### config.mk
export PLATFORM = sky130hd
export DESIGN_NAME = magic_sync_packet_deframer
export DESIGN_NICKNAME = d
export VERILOG_FILES = /design/src/rtl/msd_pkg.sv /design/src/rtl/msd_core.sv /design/src/rtl/msd_out.sv /design/src/rtl/magic_sync_packet_deframer.sv
export SDC_FILE = /design/constraint.sdc
export NUM_CORES = 1
export LEC_CHECK = 0
export ABC_AREA = 1
export BUFFER_PORTS_ARGS = -buffer_cell sky130_fd_sc_hd__buf_2
export CAP_MARGIN = 20
export CORE_AREA = 2 2 107 212
export CTS_CLUSTER_SIZE = 14
export DETAILED_ROUTE_END_ITERATION = 16
export DIE_AREA = 0 0 109 214
export GPL_ROUTABILITY_DRIVEN = 0
export GPL_TIMING_DRIVEN = 0
export PLACE_DENSITY = 0.79
export SYNTH_ARGS = -nofsm -noshare
export SYNTH_HDL_FRONTEND = slang
export SYNTH_SLANG_ARGS = --single-unit
### constraint.sdc
create_clock -name clk -period 4.4 [get_ports clk]
set_input_delay 1.1 -clock clk [delete_from_list [all_inputs] [get_ports clk]]
set_output_delay 1.1 -clock clk [all_outputs]
set_load 0.02 [all_outputs]
### src/rtl/msd_pkg.sv
// shared constants and types for the magic sync packet deframer
// no dependencies; imported by msd_core, msd_out and the top level
package msd_pkg;

  // header layout
  localparam int HEADER_BYTES = 36;
  localparam int MAGIC_OFFSET = 4;
  localparam int SIZE_OFFSET  = 16;

  // sync word after reset
  localparam logic [31:0] MAGIC_RESET = 32'hABCD4321;

  // hunting history and sync burst
  localparam int HIST_DEPTH = 7;
  localparam int BURST_MAX  = 8;
  localparam int SYNC_OFS   = (MAGIC_OFFSET > 4) ? 4 : MAGIC_OFFSET;
  localparam int SYNC_LEN   = SYNC_OFS + 4;

  // derived widths
  localparam int FILL_W = $clog2(HIST_DEPTH + 1);
  localparam int POS_W  = $clog2(HEADER_BYTES);
  localparam int IDX_W  = $clog2(BURST_MAX);

  // one run of results caused by a single input byte
  typedef struct packed {
    logic                          load;
    logic                          burst;
    logic [BURST_MAX-1:0][7:0]     bytes;
    logic                          last;
  } msd_run_t;

endpackage

### src/rtl/msd_core.sv
// deframing state: sync hunt, header tracking, size capture, payload count
// depends on msd_pkg; loads one msd_run_t per processed byte, none for a hunted byte without a match
module msd_core (
  input  logic            clk,
  input  logic            rst,
  input  logic            cfg_write,
  input  logic [31:0]     cfg_data,
  input  logic            step,
  input  logic [7:0]      step_byte,
  output msd_pkg::msd_run_t run
);
  import msd_pkg::*;

  localparam logic [POS_W:0] SIZE_LO = (POS_W + 1)'(SIZE_OFFSET);
  localparam logic [POS_W:0] SIZE_HI = (POS_W + 1)'(SIZE_OFFSET + 4);
  localparam logic [POS_W:0] HDR_LEN = (POS_W + 1)'(HEADER_BYTES);

  logic [31:0]                magic_word;
  logic [HIST_DEPTH-1:0][7:0] hist, hist_next;
  logic [FILL_W-1:0]          fill, fill_next;
  logic                       in_packet, in_packet_next;
  logic [POS_W-1:0]           hdr_pos, hdr_pos_next;
  logic [31:0]                payload_length, payload_length_next;
  logic [31:0]                bytes_remaining, bytes_remaining_next;

  logic [BURST_MAX-1:0][7:0]  win;
  logic                       match;
  logic [POS_W:0]             pos_ext;
  logic                       in_size;
  logic [1:0]                 lane;
  logic [31:0]                len_capt;

  // sync window: held bytes oldest first, new byte at the end
  for (genvar i = 0; i < BURST_MAX; i++) begin : g_win
    if (i < SYNC_LEN - 1) begin : g_held
      assign win[i] = hist[HIST_DEPTH + 1 - SYNC_LEN + i];
    end else if (i == SYNC_LEN - 1) begin : g_new
      assign win[i] = step_byte;
    end else begin : g_pad
      assign win[i] = 8'h00;
    end
  end

  assign match = (fill >= FILL_W'(SYNC_LEN - 1)) &&
                 ({win[SYNC_OFS+3], win[SYNC_OFS+2], win[SYNC_OFS+1], win[SYNC_OFS]}
                  == magic_word);

  // size field capture at the current header position
  assign pos_ext  = {1'b0, hdr_pos};
  assign in_size  = (pos_ext >= SIZE_LO) && (pos_ext < SIZE_HI) && (pos_ext < HDR_LEN);
  assign lane     = 2'(pos_ext - SIZE_LO);
  assign len_capt = in_size ? (payload_length | (32'(step_byte) << {lane, 3'b000}))
                            : payload_length;

  // next state and run for the byte being processed
  always_comb begin
    hist_next            = hist;
    fill_next            = fill;
    in_packet_next       = in_packet;
    hdr_pos_next         = hdr_pos;
    payload_length_next  = payload_length;
    bytes_remaining_next = bytes_remaining;
    run                  = '0;
    if (step) begin
      if (!in_packet) begin
        if (match) begin
          // burst positions lie below the size field, so nothing is captured
          in_packet_next       = 1'b1;
          payload_length_next  = '0;
          bytes_remaining_next = '0;
          fill_next            = '0;
          hdr_pos_next         = POS_W'(SYNC_LEN);
          run.load             = 1'b1;
          run.burst            = 1'b1;
          run.bytes            = win;
        end else begin
          hist_next = {step_byte, hist[HIST_DEPTH-1:1]};
          if (fill < FILL_W'(HIST_DEPTH)) begin
            fill_next = fill + 1'b1;
          end
        end
      end else if (bytes_remaining != '0) begin
        // payload byte
        bytes_remaining_next = bytes_remaining - 1'b1;
        run.load             = 1'b1;
        run.bytes[0]         = step_byte;
        if (bytes_remaining == 32'd1) begin
          run.last       = 1'b1;
          in_packet_next = 1'b0;
          hdr_pos_next   = '0;
          fill_next      = '0;
        end
      end else begin
        // header byte
        payload_length_next = len_capt;
        run.load            = 1'b1;
        run.bytes[0]        = step_byte;
        if (hdr_pos == POS_W'(HEADER_BYTES - 1)) begin
          hdr_pos_next = '0;
          if (len_capt == '0) begin
            run.last       = 1'b1;
            in_packet_next = 1'b0;
            fill_next      = '0;
          end else begin
            bytes_remaining_next = len_capt;
          end
        end else begin
          hdr_pos_next = hdr_pos + 1'b1;
        end
      end
    end
  end

  // state registers
  always_ff @(posedge clk) begin
    hist <= hist_next;
    if (rst) begin
      magic_word      <= MAGIC_RESET;
      fill            <= '0;
      in_packet       <= 1'b0;
      hdr_pos         <= '0;
      payload_length  <= '0;
      bytes_remaining <= '0;
    end else begin
      if (cfg_write) begin
        magic_word <= cfg_data;
      end
      fill            <= fill_next;
      in_packet       <= in_packet_next;
      hdr_pos         <= hdr_pos_next;
      payload_length  <= payload_length_next;
      bytes_remaining <= bytes_remaining_next;
    end
  end

`ifndef SYNTHESIS
  a_payload_in_packet: assert property (@(posedge clk) disable iff (rst)
    (bytes_remaining != '0) |-> in_packet)
    else $error("payload count active while hunting");

  a_fill_range: assert property (@(posedge clk) disable iff (rst)
    fill <= FILL_W'(HIST_DEPTH))
    else $error("history fill out of range");

  a_match_enters: assert property (@(posedge clk) disable iff (rst)
    (step && !in_packet && match) |=> (in_packet && hdr_pos == POS_W'(SYNC_LEN)))
    else $error("sync match did not enter header");
`endif

endmodule

### src/rtl/msd_out.sv
// result register: holds one run and hands it out one result per transfer
// depends on msd_pkg; loaded from msd_core
module msd_out (
  input  logic              clk,
  input  logic              rst,
  input  msd_pkg::msd_run_t run,
  output logic              run_free,
  output logic              out_valid,
  input  logic              out_stall,
  output logic [7:0]        data_byte,
  output logic              first_of_packet,
  output logic              last_of_packet,
  output logic              end_of_run
);
  import msd_pkg::*;

  logic                      run_valid;
  logic                      run_burst;
  logic                      run_last;
  logic [BURST_MAX-1:0][7:0] run_bytes;
  logic [IDX_W-1:0]          run_idx;
  logic [IDX_W-1:0]          last_idx;
  logic                      at_end;
  logic                      xfer;

  // position of the final result in the held run
  assign last_idx = run_burst ? IDX_W'(SYNC_LEN - 1) : '0;
  assign at_end   = (run_idx == last_idx);
  assign xfer     = run_valid && !out_stall;
  assign run_free = !run_valid || (xfer && at_end);

  // result fields
  assign out_valid       = run_valid;
  assign data_byte       = run_bytes[run_idx];
  assign first_of_packet = run_burst && (run_idx == '0);
  assign last_of_packet  = run_last && at_end;
  assign end_of_run      = at_end;

  // run payload, no reset needed
  always_ff @(posedge clk) begin
    if (run.load) begin
      run_burst <= run.burst;
      run_last  <= run.last;
      run_bytes <= run.bytes;
    end
  end

  // run control
  always_ff @(posedge clk) begin
    if (rst) begin
      run_valid <= 1'b0;
      run_idx   <= '0;
    end else if (run.load) begin
      run_valid <= 1'b1;
      run_idx   <= '0;
    end else if (xfer) begin
      if (at_end) begin
        run_valid <= 1'b0;
        run_idx   <= '0;
      end else begin
        run_idx <= run_idx + 1'b1;
      end
    end
  end

`ifndef SYNTHESIS
  a_idx_range: assert property (@(posedge clk) disable iff (rst)
    run_valid |-> (run_idx <= last_idx))
    else $error("result index past end of run");

  a_load_when_free: assert property (@(posedge clk) disable iff (rst)
    run.load |-> run_free)
    else $error("run loaded over pending results");
`endif

endmodule

### src/rtl/magic_sync_packet_deframer.sv
// magic sync packet deframer: input register, deframing core, result register
// path: an input byte that yields results reaches the outputs through the input register, then the result register
// throughput: 1 byte per cycle while out_stall is low; a sync match emits an 8-result
//   burst from the result register, during which the input register holds the next byte
// reset: synchronous active-high rst clears the pipeline, the deframer state
//   (hunting, empty history) and loads the default sync word
module magic_sync_packet_deframer (
  input  logic        clk,
  input  logic        rst,
  input  logic        cfg_write,
  input  logic [31:0] cfg_data,
  input  logic        in_valid,
  output logic        in_stall,
  input  logic [7:0]  in_byte,
  output logic        out_valid,
  input  logic        out_stall,
  output logic [7:0]  data_byte,
  output logic        first_of_packet,
  output logic        last_of_packet,
  output logic        end_of_run
);
  import msd_pkg::*;

  logic       in_r_valid;
  logic [7:0] in_r_byte;
  logic       run_free;
  logic       step;
  msd_run_t   run;

  // input register advances when the result register can take its run
  assign step     = in_r_valid && run_free;
  assign in_stall = in_r_valid && !run_free;

  // input register payload
  always_ff @(posedge clk) begin
    if (in_valid && !in_stall) begin
      in_r_byte <= in_byte;
    end
  end

  // input register occupancy
  always_ff @(posedge clk) begin
    if (rst) begin
      in_r_valid <= 1'b0;
    end else if (in_valid && !in_stall) begin
      in_r_valid <= 1'b1;
    end else if (step) begin
      in_r_valid <= 1'b0;
    end
  end

  // deframing state
  msd_core u_core (
    .clk       (clk),
    .rst       (rst),
    .cfg_write (cfg_write),
    .cfg_data  (cfg_data),
    .step      (step),
    .step_byte (in_r_byte),
    .run       (run)
  );

  // result register
  msd_out u_out (
    .clk             (clk),
    .rst             (rst),
    .run             (run),
    .run_free        (run_free),
    .out_valid       (out_valid),
    .out_stall       (out_stall),
    .data_byte       (data_byte),
    .first_of_packet (first_of_packet),
    .last_of_packet  (last_of_packet),
    .end_of_run      (end_of_run)
  );

endmodule
==> metrics.yaml <==
status: "finished, final reports clean"
cts_buffers: 23
switching_power_mw: 1.051
syn_to_final_growth_pct: 11.84
cp.arrival_ns: 2.53
post-cts-setup-buffer-count: 0
cts_root_buffer: "clkbuf_16"
clock_path_buffers: 3
worstSetupEndpoint: "in_stall"
die_h_um: 214
synth.avg_cell_area_um2: 7.993
syn-cell-area_um2: 11890
combPwrFrac_pct: 4.4
leakage_nw: 5.655
relSlewSlack_pct: 36.50
powerDensity_nw_per_um2: 351.6
final_layout_size_suffix_gt1_share_pct: 9.836
r2r_slack_ns: 1.23
ys_seq_elements: 241
syn_nets: 1540
ios: 58
ys_seq_area_share_pct: 51.54
worstSetupEndpointType: "output port"
ctsResizeCount: 0
clkSinkCount: 241
drc: 0
core_um2: 21590
seq_power_share_pct: 52.4
path_cells: "buf_2, inv_2, nand3_1, nand2_2, inv_2, nor2_2, nor2_2, inv_1, nor2_1, buf_2"
crit_fanout: 9
stdcell_count: 1859
maxCapViolCount: 0
final_hold_viol_count: 0
reg2reg_from: "u_out.run_idx[0]"
portBuffers: 56
dr.pass1.iters: 6
h-tree-depth: 1
drt_iter0_markers: 930
r2r_cells: 11
worst_pin_slew_ns: 0.9525
yosys_warnings: 0
internal_power_mw: 3.623
grt_pass1_wl_mm: 55.83
wirelength_mm: 36.48
vdd_drop_max_uv: 259.5
synth.distinct_cells: 41
switching_share_pct: 22.49
power_mw: 4.674
hold_buffers: 0
avgViaCountPerCell: 5.771
fmax_mhz: 275.8
cp.required_ns: 3.30
pwr-share-clk_pct: 43.1
period_minus_slack_ns: 3.626
dpl.cell_count: 1817
cpPeakStageDelay_ns: 0.46
gr-total-overflow: 0
insertion_delay_ns: 0.54
grt.total_usage_pct: 31.72
via_count: 10730
rsz0062_at_grt: "false"
report.final.slew_viol_count: 0
wl_per_cell_um: 19.62
die-area_um2: 23330
fin_crit_sh_pct: 82.40
crit_slowest_cell: "nor2_2"
crit_path_start_kind: "flop"
detail-route-antenna-nets: 0
setup_viol: 0
fp.dieW_um: 109
diodes: 0
synth_top_area_share_pct: 32.85
initial_core_util_pct: 55.06
rows: 76
cts.clk_slew.worst_paths_ns: 0.06
synthTopCellsByArea: "edfxtp_1, dfxtp_1, nor2_1, nand2_1, inv_1"
dp_hpwl_mm: 27.49
grt_pass1_vias: 10740
worstSetupPathType: "reg2out"
antenna_found_initial: 0
hp-class: "reg2reg"
synth_top_area_cell: "edfxtp_1"
tritoncts: "built"
reg2reg_to: "u_core.hist[2]"
grt_start_max_net_pins: 76
fin_nets: 1622
cp-startpoint: "u_out.run_idx[0]"
skew_ns: 0.02766
postSynthCellCount: 1487
[critical path: cells and delay by family (launching register included)]
family,cells,cell delay [ns]
buffers and inverters,5,0.73
AND/OR/NAND/NOR,5,0.93
flip-flops,1,0.33
[cell usage in the layout, fill, tap and decap left out, types with 9 or more instances in the layout]
| master | netlist | routed |
|---|---|---|
| nand4_1 | 20 | 20 |
| nor2_1 | 329 | 328 |
| clkbuf_1 | 30 | 38 |
| dfxtp_1 | 111 | 111 |
| edfxtp_1 | 130 | 130 |
| o21ai_0 | 104 | 104 |
| xor2_1 | 24 | 24 |
| xnor2_1 | 11 | 11 |
| a21oi_1 | 90 | 90 |
| nand2_1 | 229 | 229 |
| clkbuf_16 | 0 | 24 |
| nand3_1 | 98 | 98 |
| nor3_1 | 12 | 12 |
| nor2_2 | 9 | 9 |
| o22ai_1 | 19 | 19 |
| inv_1 | 164 | 164 |
| buf_2 | 22 | 77 |
[per-stage QoR]
| stage | setup TNS, ns | instance area [um2] | utilization, % | hold WS, ns | setup WS (ns) |
|---|---|---|---|---|---|
| 6_report | 0 | 13290 | 61.58 | 0.4388 | 0.7743 |
| 3_3_place_gp | -32.62 | 12510 | 57.95 | 0.4246 | -0.5914 |
| 5_1_grt | 0 | 13290 | 61.58 | 0.4554 | 0.7074 |
| 2_1_floorplan | 0 | 11890 | - | 0.4206 | 0.5835 |
| 4_1_cts | 0 | 13290 | 61.58 | 0.4408 | 0.8248 |
| 3_5_place_dp | 0 | 12540 | 58.08 | 0.4318 | 0.6516 |
[power by group through the flow]
| stage | logic, mW | clock network (mW) | registers, mW |
|---|---|---|---|
| floorplan | 0.122 | 0 | 2.48 |
| global placement | 0.193 | 0 | 2.50 |
| detailed placement | 0.200 | 0 | 2.50 |
| CTS | 0.203 | 2.03 | 2.45 |
| global route | 0.226 | 2.11 | 2.45 |
| finish | 0.207 | 2.02 | 2.45 |
[area by class of cell]
class | instances | area [um2]
clock buffers | 33 | 644.4
flip-flops and latches | 241 | 6126
well taps | 273 | 341.6
clock inverters | 9 | 111.4
fillers | 1900 | 8293
inverters | 175 | 659.4
plain buffers | 67 | 360.3
repair buffers | 57 | 300.3
multi-input cells | 1004 | 4750
[logic make-up (layout without fill, tap and decap cells)]
group,count (synthesis),after routing,share of synthesized area (%)
compound gates,240,240,11.00
xor+xnor,35,35,2.579
fa+ha+maj,8,8,0.8422
buf+inv,242,341,8.559
flops,241,241,51.54
simple gates,721,721,25.48
[synthesized netlist by cell type]
cell type / number
nand3_1: 98
nor3b_1: 3
nand2_4: 2
a21oi_4: 1
nand3b_1: 3
o32ai_1: 8
and2_1: 1
or2_2: 1
o2111ai_1: 1
clkinv_1: 3
a31oi_1: 8
xnor2_1: 11
nor2_1: 329
edfxtp_1: 130
buf_6: 8
xor2_1: 24
nor2_2: 9
nor2_4: 1
buf_2: 22
o22ai_1: 19
nand3_2: 1
clkbuf_1: 30
a21oi_1: 90
buf_1: 2
buf_4: 5
inv_1: 164
nor3_1: 12
ha_1: 8
nand4_1: 20
nor2_8: 1
o2bb2ai_1: 4
nand2_2: 6
dfxtp_1: 111
inv_4: 1
a21boi_0: 1
nand2_1: 229
inv_2: 7
nor4_1: 4
o21a_1: 4
o21ai_0: 104
nand3_4: 1
[sequential cells by signal (all words and copies together), names as in the netlist]
register                count
u_core.magic_word          32
u_out.run_burst             1
u_out.out_valid             1
u_core.fill                 3
u_out.run_bytes            64
in_r_valid                  1
u_core.bytes_remaining     32
u_out.run_idx               3
u_core.hist                56
u_core.in_packet            1
u_core.payload_length      32
u_out.run_last              1
u_core.hdr_pos              6
in_r_byte                   8
[per-layer routing]
layer  up-vias  routed length [um]  track usage (%)
li1       5030                   -                -
met1      4849               10840            28.86
met2       592               18950            56.79
met3       257                2523            4.991
met4         0                4163            29.66
met5         -                   0                0
[how the worst min path moves through the flow]
stage / start / end / cells after the start
final: u_core.hist[9] / u_core.hist[1] / 0
after global routing: in_r_byte[3] / u_core.hist[51] / 0
after CTS: u_core.hist[9] / u_core.hist[1] / 0
after detailed placement: in_r_byte[3] / u_core.hist[51] / 0
after global placement: in_r_byte[5] / u_core.hist[53] / 0
after floorplan: in_r_byte[5] / u_core.hist[53] / 0
Note: power is estimated with default switching activity, not from simulation.
